[src/hdl/sbt_pkg.sv]
// Shared types, constants and helper functions for the source byte tokenizer.
package sbt_pkg;

  // Sizes
  localparam int KW_MAX_CHARS = 6;
  localparam int POS_BITS     = 16;
  localparam int LEN_BITS     = 8;
  localparam int KIND_BITS    = 5;
  localparam int KW_IDX_BITS  = $clog2(KW_MAX_CHARS);
  localparam int KW_NUM       = 13;

  // Result queue geometry
  localparam int QUEUE_DEPTH = 4;
  localparam int QPTR_BITS   = $clog2(QUEUE_DEPTH);
  localparam int QCNT_BITS   = $clog2(QUEUE_DEPTH + 1);

  typedef logic [POS_BITS-1:0]  pos_t;
  typedef logic [LEN_BITS-1:0]  len_t;
  typedef logic [KIND_BITS-1:0] kind_t;
  typedef logic [KW_MAX_CHARS-1:0][7:0] word_t;

  // Scan modes
  typedef enum logic [2:0] {
    MODE_IDLE,
    MODE_WORD,
    MODE_NUMBER,
    MODE_EQ,
    MODE_BANG
  } mode_t;

  // Token kinds
  localparam kind_t K_IDENT   = 5'd0;
  localparam kind_t K_NUMBER  = 5'd1;
  localparam kind_t K_KW0     = 5'd2;
  localparam kind_t K_ASSIGN  = 5'd15;
  localparam kind_t K_EQ      = 5'd16;
  localparam kind_t K_NEQ     = 5'd17;
  localparam kind_t K_OP0     = 5'd18;
  localparam kind_t K_UNKNOWN = 5'd28;
  localparam kind_t K_END     = 5'd29;

  localparam logic [7:0] CH_NUL = 8'h00;
  localparam logic [7:0] CH_LF  = 8'h0a;
  localparam logic [7:0] CH_EQ  = 8'h3d;
  localparam logic [7:0] CH_BANG = 8'h21;

  // Keyword table: text is right-justified, first character in the top byte
  localparam int KW_LEN [KW_NUM] = '{3, 5, 4, 2, 4, 6, 3, 5, 4, 6, 4, 6, 6};
  localparam logic [47:0] KW_TEXT [KW_NUM] = '{
    "var", "alias", "func", "if", "else", "return", "ptr",
    "alloc", "free", "sizeof", "cast", "struct", "inline"
  };

  // One result transaction
  typedef struct packed {
    kind_t kind;
    pos_t  start;
    len_t  length;
    pos_t  line;
    pos_t  column;
    logic  last;
  } res_t;

  // Results produced by one byte, toward the queue
  typedef struct packed {
    logic [1:0] cnt;
    res_t       e0;
    res_t       e1;
  } push_t;

  // Queue status toward the scanner and the top level
  typedef struct packed {
    logic [QCNT_BITS-1:0] count;
    logic                 room;
  } qstat_t;

  function automatic pos_t pos_inc(pos_t v);
    return (v == '1) ? v : v + 1'b1;
  endfunction

  function automatic len_t len_inc(len_t v);
    return (v == '1) ? v : v + 1'b1;
  endfunction

  function automatic logic is_alpha(logic [7:0] b);
    return (b >= "a" && b <= "z") || (b >= "A" && b <= "Z");
  endfunction

  function automatic logic is_digit(logic [7:0] b);
    return b >= "0" && b <= "9";
  endfunction

  function automatic logic is_word(logic [7:0] b);
    return is_alpha(b) || is_digit(b) || b == "_";
  endfunction

  function automatic logic is_space(logic [7:0] b);
    return b == " " || (b >= 8'd9 && b <= 8'd13);
  endfunction

  // Parallel compare of the held word against every keyword
  function automatic kind_t kw_kind(word_t w, len_t len);
    kind_t k;
    logic  hit;
    k = K_IDENT;
    for (int i = 0; i < KW_NUM; i++) begin
      hit = (len == LEN_BITS'(KW_LEN[i]));
      for (int j = 0; j < KW_MAX_CHARS; j++) begin
        if (j < KW_LEN[i]) begin
          if (w[j] != KW_TEXT[i][8*(KW_LEN[i]-1-j) +: 8]) hit = 1'b0;
        end
      end
      if (hit) k = K_KW0 + KIND_BITS'(i);
    end
    return k;
  endfunction

  function automatic kind_t op_kind(logic [7:0] b);
    kind_t k;
    case (b)
      "+":     k = K_OP0;
      "-":     k = K_OP0 + 5'd1;
      "*":     k = K_OP0 + 5'd2;
      "/":     k = K_OP0 + 5'd3;
      "(":     k = K_OP0 + 5'd4;
      ")":     k = K_OP0 + 5'd5;
      "{":     k = K_OP0 + 5'd6;
      "}":     k = K_OP0 + 5'd7;
      ",":     k = K_OP0 + 5'd8;
      ";":     k = K_OP0 + 5'd9;
      default: k = K_UNKNOWN;
    endcase
    return k;
  endfunction

endpackage

[src/hdl/sbt_scan.sv]
// Input register, scan state and single-pass token classification.
module sbt_scan (
  input  logic            clk,
  input  logic            rst_n,
  input  logic            in_valid,
  output logic            in_stall,
  input  logic [7:0]      in_char_in,
  input  sbt_pkg::qstat_t qstat,
  output sbt_pkg::push_t  push
);

  // Input register
  logic       s_vld_r;
  logic [7:0] s_char_r;
  logic       advance;

  // Scan state
  sbt_pkg::mode_t mode_r, mode_nxt;
  sbt_pkg::word_t word_r, word_nxt;
  sbt_pkg::len_t  plen_r, plen_nxt;
  sbt_pkg::pos_t  pstart_r, pstart_nxt;
  sbt_pkg::pos_t  pcol_r, pcol_nxt;
  sbt_pkg::pos_t  pos_r, pos_nxt;
  sbt_pkg::pos_t  line_r, line_nxt;
  sbt_pkg::pos_t  col_r, col_nxt;

  // Working values
  logic [7:0]    b;
  sbt_pkg::pos_t pos_b, line_b, col_b;
  logic          fl_v, mn_v, consume;
  sbt_pkg::res_t fl, mn;

  assign advance  = s_vld_r && qstat.room;
  assign in_stall = s_vld_r && !qstat.room;
  assign b        = s_char_r;

  // Position counters after this byte
  always_comb begin
    pos_b  = sbt_pkg::pos_inc(pos_r);
    line_b = (b == sbt_pkg::CH_LF) ? sbt_pkg::pos_inc(line_r) : line_r;
    col_b  = (b == sbt_pkg::CH_LF) ? sbt_pkg::POS_BITS'(1) : sbt_pkg::pos_inc(col_r);
  end

  // Next state and results for the byte in the input register
  always_comb begin
    mode_nxt   = mode_r;
    word_nxt   = word_r;
    plen_nxt   = plen_r;
    pstart_nxt = pstart_r;
    pcol_nxt   = pcol_r;
    pos_nxt    = pos_r;
    line_nxt   = line_r;
    col_nxt    = col_r;
    fl_v       = 1'b0;
    mn_v       = 1'b0;
    consume    = 1'b1;
    fl         = '0;
    mn         = '0;
    fl.line    = line_r;
    mn.line    = line_r;

    // Pending token: extend it or flush it
    case (mode_r)
      sbt_pkg::MODE_WORD: begin
        if (sbt_pkg::is_word(b)) begin
          if (plen_r < sbt_pkg::LEN_BITS'(sbt_pkg::KW_MAX_CHARS)) begin
            word_nxt[plen_r[sbt_pkg::KW_IDX_BITS-1:0]] = b;
          end
          plen_nxt = sbt_pkg::len_inc(plen_r);
          pos_nxt  = pos_b;
          line_nxt = line_b;
          col_nxt  = col_b;
          consume  = 1'b0;
        end else begin
          fl_v      = 1'b1;
          fl.kind   = sbt_pkg::kw_kind(word_r, plen_r);
          fl.start  = pstart_r;
          fl.length = plen_r;
          fl.column = pcol_r;
        end
      end
      sbt_pkg::MODE_NUMBER: begin
        if (sbt_pkg::is_digit(b) || b == ".") begin
          plen_nxt = sbt_pkg::len_inc(plen_r);
          pos_nxt  = pos_b;
          line_nxt = line_b;
          col_nxt  = col_b;
          consume  = 1'b0;
        end else begin
          fl_v      = 1'b1;
          fl.kind   = sbt_pkg::K_NUMBER;
          fl.start  = pstart_r;
          fl.length = plen_r;
          fl.column = pcol_r;
        end
      end
      sbt_pkg::MODE_EQ, sbt_pkg::MODE_BANG: begin
        if (b == sbt_pkg::CH_EQ) begin
          // two-character comparison
          mode_nxt  = sbt_pkg::MODE_IDLE;
          pos_nxt   = pos_b;
          line_nxt  = line_b;
          col_nxt   = col_b;
          consume   = 1'b0;
          mn_v      = 1'b1;
          mn.kind   = (mode_r == sbt_pkg::MODE_EQ) ? sbt_pkg::K_EQ : sbt_pkg::K_NEQ;
          mn.start  = pstart_r;
          mn.length = sbt_pkg::LEN_BITS'(2);
          mn.column = pcol_r;
        end else begin
          fl_v      = 1'b1;
          fl.kind   = (mode_r == sbt_pkg::MODE_EQ) ? sbt_pkg::K_ASSIGN : sbt_pkg::K_UNKNOWN;
          fl.start  = pstart_r;
          fl.length = sbt_pkg::LEN_BITS'(1);
          fl.column = pcol_r;
        end
      end
      default: ;
    endcase

    // Byte handled from idle
    if (consume) begin
      mode_nxt = sbt_pkg::MODE_IDLE;
      if (b == sbt_pkg::CH_NUL) begin
        mn_v      = 1'b1;
        mn.kind   = sbt_pkg::K_END;
        mn.start  = pos_r;
        mn.length = '0;
        mn.column = col_r;
        pos_nxt   = '0;
        line_nxt  = sbt_pkg::POS_BITS'(1);
        col_nxt   = sbt_pkg::POS_BITS'(1);
        plen_nxt  = '0;
      end else if (sbt_pkg::is_space(b)) begin
        pos_nxt  = pos_b;
        line_nxt = line_b;
        col_nxt  = col_b;
      end else if (sbt_pkg::is_alpha(b) || sbt_pkg::is_digit(b) || b == "_" ||
                   b == sbt_pkg::CH_EQ || b == sbt_pkg::CH_BANG) begin
        if (sbt_pkg::is_digit(b)) begin
          mode_nxt = sbt_pkg::MODE_NUMBER;
        end else if (b == sbt_pkg::CH_EQ) begin
          mode_nxt = sbt_pkg::MODE_EQ;
        end else if (b == sbt_pkg::CH_BANG) begin
          mode_nxt = sbt_pkg::MODE_BANG;
        end else begin
          mode_nxt    = sbt_pkg::MODE_WORD;
          word_nxt[0] = b;
        end
        pstart_nxt = pos_r;
        pcol_nxt   = col_r;
        plen_nxt   = sbt_pkg::LEN_BITS'(1);
        pos_nxt    = pos_b;
        line_nxt   = line_b;
        col_nxt    = col_b;
      end else begin
        mn_v      = 1'b1;
        mn.kind   = sbt_pkg::op_kind(b);
        mn.start  = pos_r;
        mn.length = sbt_pkg::LEN_BITS'(1);
        mn.column = col_r;
        pos_nxt   = pos_b;
        line_nxt  = line_b;
        col_nxt   = col_b;
      end
    end
  end

  // Pack the results in order, marking the last one
  always_comb begin
    push = '0;
    if (fl_v) begin
      push.e0      = fl;
      push.e0.last = !mn_v;
      push.e1      = mn;
      push.e1.last = 1'b1;
      push.cnt     = mn_v ? 2'd2 : 2'd1;
    end else begin
      push.e0      = mn;
      push.e0.last = 1'b1;
      push.e1      = mn;
      push.e1.last = 1'b1;
      push.cnt     = mn_v ? 2'd1 : 2'd0;
    end
    if (!advance) push.cnt = 2'd0;
  end

  // Input register and control state
  always_ff @(posedge clk) begin
    if (!rst_n) begin
      s_vld_r  <= 1'b0;
      mode_r   <= sbt_pkg::MODE_IDLE;
      plen_r   <= '0;
      pstart_r <= '0;
      pcol_r   <= sbt_pkg::POS_BITS'(1);
      pos_r    <= '0;
      line_r   <= sbt_pkg::POS_BITS'(1);
      col_r    <= sbt_pkg::POS_BITS'(1);
    end else begin
      if (!in_stall) s_vld_r <= in_valid;
      if (advance) begin
        mode_r   <= mode_nxt;
        plen_r   <= plen_nxt;
        pstart_r <= pstart_nxt;
        pcol_r   <= pcol_nxt;
        pos_r    <= pos_nxt;
        line_r   <= line_nxt;
        col_r    <= col_nxt;
      end
    end
  end

  // Payload registers
  always_ff @(posedge clk) begin
    if (in_valid && !in_stall) s_char_r <= in_char_in;
    if (advance) word_r <= word_nxt;
  end

endmodule

[src/hdl/sbt_outq.sv]
// Small result queue: takes up to two results a cycle, delivers one while out_stall is low.
module sbt_outq (
  input  logic            clk,
  input  logic            rst_n,
  input  sbt_pkg::push_t  push,
  output sbt_pkg::qstat_t qstat,
  output logic            out_valid,
  input  logic            out_stall,
  output sbt_pkg::res_t   out_res
);

  sbt_pkg::res_t                  q_r [sbt_pkg::QUEUE_DEPTH];
  logic [sbt_pkg::QPTR_BITS-1:0]  wp_r, rp_r;
  logic [sbt_pkg::QCNT_BITS-1:0]  cnt_r, cnt_nxt;
  logic                           pop;

  assign out_valid   = (cnt_r != '0);
  assign pop         = out_valid && !out_stall;
  assign out_res     = q_r[rp_r];
  assign qstat.count = cnt_r;
  // room for a full pair of results
  assign qstat.room  = (cnt_r <= sbt_pkg::QCNT_BITS'(sbt_pkg::QUEUE_DEPTH - 2));

  assign cnt_nxt = cnt_r + sbt_pkg::QCNT_BITS'(push.cnt)
                   - sbt_pkg::QCNT_BITS'(pop);

  // Pointers and fill count
  always_ff @(posedge clk) begin
    if (!rst_n) begin
      wp_r  <= '0;
      rp_r  <= '0;
      cnt_r <= '0;
    end else begin
      wp_r  <= wp_r + sbt_pkg::QPTR_BITS'(push.cnt);
      rp_r  <= rp_r + sbt_pkg::QPTR_BITS'(pop);
      cnt_r <= cnt_nxt;
    end
  end

  // Entry storage
  always_ff @(posedge clk) begin
    if (push.cnt != 2'd0) q_r[wp_r] <= push.e0;
    if (push.cnt == 2'd2) q_r[wp_r + sbt_pkg::QPTR_BITS'(1)] <= push.e1;
  end

endmodule

[src/hdl/source_byte_tokenizer.sv]
// Top level of the source byte tokenizer.
//
// Usage: source bytes enter on the in_ channel, one per transaction; a zero
// byte ends the source, flushes any pending token and emits an end token.
// Tokens leave on the out_ channel, one per transaction, in source order;
// out_last_of_run marks the final token caused by one byte.
// A byte accepted into the input register is classified there and its
// tokens are written into the result queue, which offers the first one to
// the receiver; a queue without room holds the byte in the input register.
// Throughput: one byte per cycle while the receiver keeps up; a byte gives
// zero, one or two tokens, and the output port moves one token a cycle,
// so bytes that give two tokens are paced by the four-entry result queue.
// in_stall rises when the byte in the input register cannot be classified
// because the queue lacks room for two tokens.
// Reset (synchronous, active low) returns the scanner to idle, offset 0,
// line 1, column 1, and empties the queue. A stalled receiver holds the
// current token steady; bytes keep entering until the queue lacks room for two.
module source_byte_tokenizer (
  input  logic                          clk,
  input  logic                          rst_n,
  input  logic                          in_valid,
  output logic                          in_stall,
  input  logic [7:0]                    in_char_in,
  output logic                          out_valid,
  input  logic                          out_stall,
  output logic [sbt_pkg::KIND_BITS-1:0] out_token_kind,
  output logic [sbt_pkg::POS_BITS-1:0]  out_token_start,
  output logic [sbt_pkg::LEN_BITS-1:0]  out_token_length,
  output logic [sbt_pkg::POS_BITS-1:0]  out_token_line,
  output logic [sbt_pkg::POS_BITS-1:0]  out_token_column,
  output logic                          out_last_of_run
);

  sbt_pkg::push_t  push;
  sbt_pkg::qstat_t qstat;
  sbt_pkg::res_t   res;

  sbt_scan u_scan (
    .clk        (clk),
    .rst_n      (rst_n),
    .in_valid   (in_valid),
    .in_stall   (in_stall),
    .in_char_in (in_char_in),
    .qstat      (qstat),
    .push       (push)
  );

  sbt_outq u_outq (
    .clk       (clk),
    .rst_n     (rst_n),
    .push      (push),
    .qstat     (qstat),
    .out_valid (out_valid),
    .out_stall (out_stall),
    .out_res   (res)
  );

  // Result fields
  assign out_token_kind   = res.kind;
  assign out_token_start  = res.start;
  assign out_token_length = res.length;
  assign out_token_line   = res.line;
  assign out_token_column = res.column;
  assign out_last_of_run  = res.last;

  // Queue never overfills
  a_queue_bound: assert property (@(posedge clk) disable iff (!rst_n)
    qstat.count <= sbt_pkg::QCNT_BITS'(sbt_pkg::QUEUE_DEPTH))
    else $error("result queue overfilled");

  // Nothing is offered right after reset
  a_reset_empty: assert property (@(posedge clk) !rst_n |=> !out_valid)
    else $error("token offered after reset");

  // An end token always closes its byte's run
  a_end_last: assert property (@(posedge clk) disable iff (!rst_n)
    (out_valid && out_token_kind == sbt_pkg::K_END) |-> out_last_of_run)
    else $error("end token not last of run");

  // Two-character comparisons are two bytes long and close the run
  a_cmp_len: assert property (@(posedge clk) disable iff (!rst_n)
    (out_valid && (out_token_kind == sbt_pkg::K_EQ || out_token_kind == sbt_pkg::K_NEQ))
    |-> (out_token_length == sbt_pkg::LEN_BITS'(2) && out_last_of_run))
    else $error("bad comparison token");

endmodule
[config.mk]
export PLATFORM = sky130hd
export DESIGN_NAME = source_byte_tokenizer
export DESIGN_NICKNAME = d
export VERILOG_FILES = /design/src/hdl/sbt_pkg.sv /design/src/hdl/sbt_scan.sv /design/src/hdl/sbt_outq.sv /design/src/hdl/source_byte_tokenizer.sv
export SDC_FILE = /design/constraint.sdc
export NUM_CORES = 1
export LEC_CHECK = 0
export BUFFER_PORTS_ARGS = -buffer_cell sky130_fd_sc_hd__buf_2
export CAP_MARGIN = 10
export CORE_MARGIN = 3
export CORE_UTILIZATION = 55
export DETAILED_ROUTE_END_ITERATION = 10
export GPL_ROUTABILITY_DRIVEN = 0
export GPL_TIMING_DRIVEN = 0
export PLACE_DENSITY = 0.75
export SLEW_MARGIN = 20
export SYNTH_ARGS = -nofsm -noshare
export SYNTH_HDL_FRONTEND = slang
export SYNTH_SLANG_ARGS = --single-unit
[constraint.sdc]
create_clock -name clk -period 6 [get_ports clk]
set_clock_uncertainty 0.1 [all_clocks]
set_input_delay 0.3 -clock clk [delete_from_list [all_inputs] [get_ports clk]]
set_output_delay 0.3 -clock clk [all_outputs]
set_load 0.01 [all_outputs]
==> flow_metrics.tcl, run 1 <==
set metrics [dict create \
    clkPwrFrac_pct 35.4 \
    ys_async_sr_fraction_pct 0 \
    ant_nets 0 \
    finalCritPeriodShare_pct 94.8 \
    crit_top_cell "clkbuf_1" \
    synth_mux_area_share_pct 7.59 \
    synth_warnings 0 \
    clkSlewWorstSetupHoldPaths_ns 0.06 \
    portBuffers 75 \
    firstDrtPassIters 6 \
    viasPerCell 6.49 \
    cp-start-kind "flip-flop" \
    cp_top_family "compound AO/OA/AOI/OAI gates" \
    drc 0 \
    status "finished, final reports clean" \
    synth_edf_count 276 \
    tightest_slew_ns 0.945 \
    peakVddDrop_mv 0.246 \
    cts_tree "done" \
    dp_hpwl_mm 33.5 \
    synth_top_family_by_area "simple AND/OR/NAND/NOR gates" \
    hold_viol 0 \
    synth_xor_area_share_pct 1.28 \
    grt_pass1_vias 14400 \
    finalNonFillerCells 2255 \
    slew_headroom_pct 37.0 \
    num_antenna_cells 0 \
    hp-class "primary input to flip-flop" \
    setup_viol 0 \
    cts_buffer_depth 3 \
    wl_mm 50.7 \
    drv_cap 0 \
    via_count 14600 \
    wire_per_inst_um 22.5 \
    setup_slack_ns 0.313 \
    seq_area_frac_synth_pct 56.4 \
    intPower_w 0.00493 \
    cts.sinks 403 \
    crit_chain "clkbuf_1 -> nor4b_4 -> a41oi_1 -> a211oi_1 -> a21oi_1 -> nor2b_1 -> a21oi_1 -> inv_2 -> ha_1 -> clkbuf_1 -> o21ai_2 -> or2_0 -> clkbuf_1 -> nand2_1 -> nand3_1 -> o21ai_1 -> clkbuf_2 -> a22o_1" \
    die_y_um 193 \
    die_w_um 193 \
    crit_fanout 10 \
    p_sw_share_pct 27.1 \
    dp_slack_ns -0.242 \
    clk_latency_ns 0.54 \
    ys_types 80 \
    slowest_stage "edfxtp_1" \
    final_nets 1800 \
    initial_core_util_pct 56.6 \
    slowest_delay_ns 0.52 \
    fmaxAchievable_mhz 176 \
    rsz0062_at_grt "no" \
    cts_made_buffers 42 \
    p_sw_w 0.00183 \
    syn_area_per_cell_um2 11.7 \
    areaGrowthSynthToFinish_pct 12.7 \
    final.min_clock_period_ns 5.69 \
    grt_first_pass_wirelength_mm 78.5 \
    drt_iter0_drc 1884 \
    synth-simple-area-share_pct 16.0 \
    yosys.area.top_type "edfxtp_1" \
    syn_area_um2 19200 \
    placed_cell_area_um2 20200 \
    grt_max_degree 42 \
    crit_required_ns 6.18 \
    grt_remaining_overflow 0 \
    seqPwrFrac_pct 46.3 \
    p_leak_nw 7.70 \
    htreeDepth 2 \
    ys_ff_latch 403 \
    netlist.area_leader.share_pct 43.2 \
    dieArea_um2 37200 \
    synth_adder_area_share_pct 0.951 \
    syn_nets 1667 \
    synthTopCellsByArea "edfxtp_1, dfxtp_1, mux4_2" \
    synth_cells 1641 \
    cts_root_buffer "clkbuf_16" \
    drive_gt1_share_pct 14.3 \
    cp-end-kind "flip-flop" \
    crit_arrival_ns 5.87 \
    p_comb_share_pct 18.3 \
    power_per_cell_area_nw_per_um2 312 \
    io_pins 76 \
    synth_compound_area_share_pct 14.4 \
    ys.flop_type "edfxtp_1" \
    row_count 67 \
    drv_slew 0 \
    cts_setup_buffers 0 \
    worst-path-buf-inv 5 \
    fp.coreArea_um2 34000 \
    final_util_pct 63.7 \
    p_total_w 0.00675 \
    antenna_found_initial 0 \
    timing_worst_setup_path_type "flip-flop to flip-flop" \
    place_inst 2168 \
    finalInstanceArea_um2 21600 \
    grt_use_total_pct 27.3 \
]
-- worst register-to-register path, delay by kind of cell, from the launching register on --
family	cells	cell delay [ns]
compound gates	7	2.04
flops	1	0.52
simple gates	5	1.38
buf+inv	5	1.11
fa+ha+maj	1	0.29
-- cells in the mapped netlist (14+ instances only) --
master,number
a22o_1,132
nand3_1,88
buf_2,24
clkbuf_1,97
a21o_1,34
o21ai_0,53
nor3_1,35
and2_1,78
mux4_2,62
inv_1,21
o21ai_1,36
dfxtp_1,127
a31oi_1,18
xor2_1,19
nand2_1,122
nor2_1,81
buf_1,18
a21oi_1,45
edfxtp_1,276
nor4_1,14
o22ai_1,33
nand4_1,28
nand2b_1,15
-- through the flow --
stage | hold WS (ns) | TNS [ns]
after floorplan | 0.299 | 0
final | 0.187 | 0
after detailed placement | 0.343 | -15.06
after global placement | 0.329 | -481.97
after CTS | 0.153 | 0
after global routing | 0.160 | 0
-- layer usage --
| metal | global-route usage [%] | routed length, um | up-vias |
|---|---|---|---|
| met5 | 0 | 0 | - |
| met4 | 11.6 | 1840 | 0 |
| met3 | 4.31 | 4820 | 152 |
| met2 | 44.7 | 24400 | 853 |
| met1 | 36.4 | 19600 | 7062 |
| li1 | - | - | 6558 |
-- cells in the final DEF, fill, tap and decap left out, types with 15 or more instances in the layout --
cell type,instances
clkbuf_1,109
buf_1,16
inv_1,21
nand2_1,122
nand3_1,88
a31oi_1,18
and2_1,78
nand2b_1,15
nand4_1,28
mux4_2,62
o21ai_0,53
dfxtp_1,127
nor3_1,33
a22o_1,132
buf_2,100
xor2_1,19
nor2_1,79
clkbuf_16,43
a21oi_1,44
o21ai_1,34
edfxtp_1,276
a21o_1,34
o22ai_1,32
-- final cells by class --
class / count / area, um2
Clock inverter: 12 / 57.6
Fill cell: 2589 / 12300
Sequential cell: 403 / 10800
Multi-Input combinational cell: 1074 / 7770
Clock buffer: 65 / 1180
Timing Repair Buffer: 89 / 564
Buffer: 140 / 589
Tap cell: 448 / 561
Inverter: 24 / 90.1
-- worst paths after layout --
| check | start | endpoint | slack (ns) | depth (start not counted) |
|---|---|---|---|---|
| min | rst_n | u_scan.pcol_r[15]$_SDFFE_PN0P_ | 0.19 | 3 |
| max | u_scan.b[6]$_DFFE_PP_ | u_outq.q_r[3][44]$_DFFE_PP_ | 0.31 | 18 |
| max reg2reg | u_scan.b[6]$_DFFE_PP_ | u_outq.q_r[3][44]$_DFFE_PP_ | 0.31 | 18 |
| min reg2reg | u_outq.q_r[0][35]$_SDFFE_PP0P_ | u_outq.q_r[0][35]$_SDFFE_PP0P_ | 0.35 | 2 |
-- power by group through the flow --
stage | combinational (W) | sequential, W | clock (W)
finish | 0.00123 | 0.00313 | 0.00239
floorplan | 0.000804 | 0.00317 | 0
global placement | 0.00120 | 0.00319 | 0
CTS | 0.00123 | 0.00313 | 0.00240
global route | 0.00133 | 0.00314 | 0.00252
detailed placement | 0.00122 | 0.00319 | 0
-- flip-flops by register name, indices dropped and copies added (netlist names) --
signal           flops
u_outq.rp_r          2
u_scan.s_vld_r       1
u_outq.wp_r          2
u_scan.pcol_r       16
u_scan.plen_r        8
u_scan.col_r        16
u_outq.cnt_r         3
u_scan.mode_r        3
u_scan.pstart_r     16
u_scan.line_r       16
u_scan.b             8
u_outq.q_r         248
u_scan.word_r       48
u_scan.pos_r        16
-- cell families (layout without fill, tap and decap cells) --
logic type               after synthesis  after routing
flip-flops                           403            403
XOR/XNOR                              28             28
AO/OA/AOI/OAI                        393            393
AND/OR/NAND/NOR                      572            572
buffers and inverters                164            330
adder cells (fa/ha/maj)               14             14
multiplexers                          67             67
-- what timing repair did --
| item | CTS | global route |
|---|---|---|
| hold buffers | 9 | 0 |
| setup endpoints to repair | 136 | 311 |
| hold endpoints to repair | 9 | 0 |
| gates resized for setup | 4 | 17 |
Note: power is estimated with default switching activity, not from simulation.
==> run 2: changes to the inputs <==
Settings changed: GPL_TIMING_DRIVEN 0 to unset.
==> run 2 against run 1 <==
Sequential power grew 3%. Die area is the same. Flip-flop and latch count is the same. Power grew 1.9%. Via count shrank 4.9%.
==> flow_metrics.tcl, run 2 (same netlist as run 1, synthesis figures left out) <==
set metrics [dict create \
    p_leak_nw 7.57 \
    clkSlewWorstSetupHoldPaths_ns 0.06 \
    cts_buffer_depth 3 \
    grt_first_pass_wirelength_mm 74.2 \
    peakVddDrop_mv 0.218 \
    viasPerCell 6.50 \
    cts.sinks 403 \
    finalCritPeriodShare_pct 92.6 \
    placed_cell_area_um2 19900 \
    nFillCells 2579 \
    grt_use_total_pct 25.5 \
    dp_hpwl_mm 29.2 \
    cts_resized 0 \
    portBuffers 75 \
    grt_remaining_overflow 0 \
    whs_ns 0.204 \
    fp.coreArea_um2 34000 \
    io_pins 76 \
    cts_made_buffers 42 \
    final_common_cell "edfxtp_1" \
    cts_root_buffer "clkbuf_16" \
    timing_worst_setup_path_type "flip-flop to flip-flop" \
    fmaxAchievable_mhz 180 \
    final_nets 1686 \
    regMostFlops "u_outq.q_r" \
    crit_arrival_ns 5.85 \
    drive_gt1_share_pct 15.6 \
    ant_nets 0 \
    die_y_um 193 \
    wl_met3_mm 3.93 \
    grt_pass1_vias 13400 \
    final.min_clock_period_ns 5.56 \
    top_layer_used "met4" \
    firstDrtPassIters 6 \
    cts_tree "done" \
    rsz0062_at_grt "no" \
    wl_mm 47.4 \
    status "finished, final reports clean" \
    slew_headroom_pct 36.0 \
    reg.largest.list "u_outq.q_r: 248 flops, u_scan.word_r: 48 flops" \
    largest_reg_flops 248 \
    power_per_cell_area_nw_per_um2 322 \
    die_w_um 193 \
    drv_cap 0 \
    cp-end-kind "flip-flop" \
    initial_core_util_pct 56.6 \
    hp-class "primary input to flip-flop" \
    grt_max_degree 73 \
    drc 0 \
    setup_slack_ns 0.443 \
    hold_buffers 9 \
    multi_input_area_um2 7760 \
    dieArea_um2 37200 \
    finalInstanceArea_um2 21300 \
    via_count 13900 \
    drv_slew 0 \
    htreeDepth 2 \
    cp-start-kind "flip-flop" \
    antenna_found_initial 0 \
    row_count 67 \
    num_antenna_cells 0 \
    crit_fanout 14 \
    met1_length_mm 18.7 \
    cts_setup_buffers 0 \
    crit_required_ns 6.29 \
    hold_viol 0 \
    dp_slack_ns 0.653 \
    areaGrowthSynthToFinish_pct 11.2 \
    drt_iter0_drc 1589 \
    met2_length_mm 23.4 \
    wire_per_inst_um 22.1 \
    regArea_um2 10800 \
    most-common-layout-cells "edfxtp_1, a22o_1, dfxtp_1" \
    setup_viol 0 \
    tightest_slew_ns 0.961 \
    clk_latency_ns 0.54 \
    fin_setup_tns_ns 0 \
]
[run 2: worst max-delay path, cell delays in order, from the launching register on]
cell,delay [ns]
edfxtp_1,0.60
nor4b_2,0.55
a41oi_1,0.27
a211oi_1,0.39
a21oi_1,0.18
nor2b_1,0.21
a21oi_1,0.33
inv_2,0.07
ha_1,0.45
o21ai_1,0.20
nor3_1,0.55
o21ai_1,0.17
a21oi_2,0.76
buf_4,0.34
a21o_1,0.11
a22o_1,0.12
[run 2: per-stage QoR]
step	utilization, %	total power, W	instances
floorplan	-	0.00397	1641
global placement	58.5	0.00434	2055
detailed placement	58.5	0.00437	2055
CTS	62.8	0.00693	2141
global route	62.9	0.00712	2141
finish	62.9	0.00688	2141
[run 2: worst paths after layout]
path | from | end | slack [ns] | depth (start not counted)
setup / recovery | u_scan.b[6]$_DFFE_PP_ | u_outq.q_r[0][12]$_DFFE_PP_ | 0.44 | 15
hold / removal | rst_n | u_scan.pstart_r[7]$_SDFFE_PN0P_ | 0.20 | 3
setup reg to reg | u_scan.b[6]$_DFFE_PP_ | u_outq.q_r[0][12]$_DFFE_PP_ | 0.44 | 15
hold reg to reg | u_outq.q_r[2][37]$_SDFFE_PP0P_ | u_outq.q_r[2][37]$_SDFFE_PP0P_ | 0.35 | 2
[run 2: power breakdown]
group | switching [W] | internal [W]
clock | 0.00106 | 0.00151
sequential | 0.000160 | 0.00307
combinational | 0.000594 | 0.000480
[run 2: cell type report]
class / count / area share, %
clock buffer: 58 / 5.53
clock inverter: 19 / 0.897
inverter: 24 / 0.422
multi-input combinational: 1074 / 36.4
sequential: 403 / 50.8
tap: 448 / 2.63
timing repair buffer: 115 / 3.39
[run 2: metal layers]
layer,track usage (%),up-vias
li1,-,6341
met4,8.63,0
met5,0,-
met3,4.50,120
met1,33.8,6758
met2,42.5,694
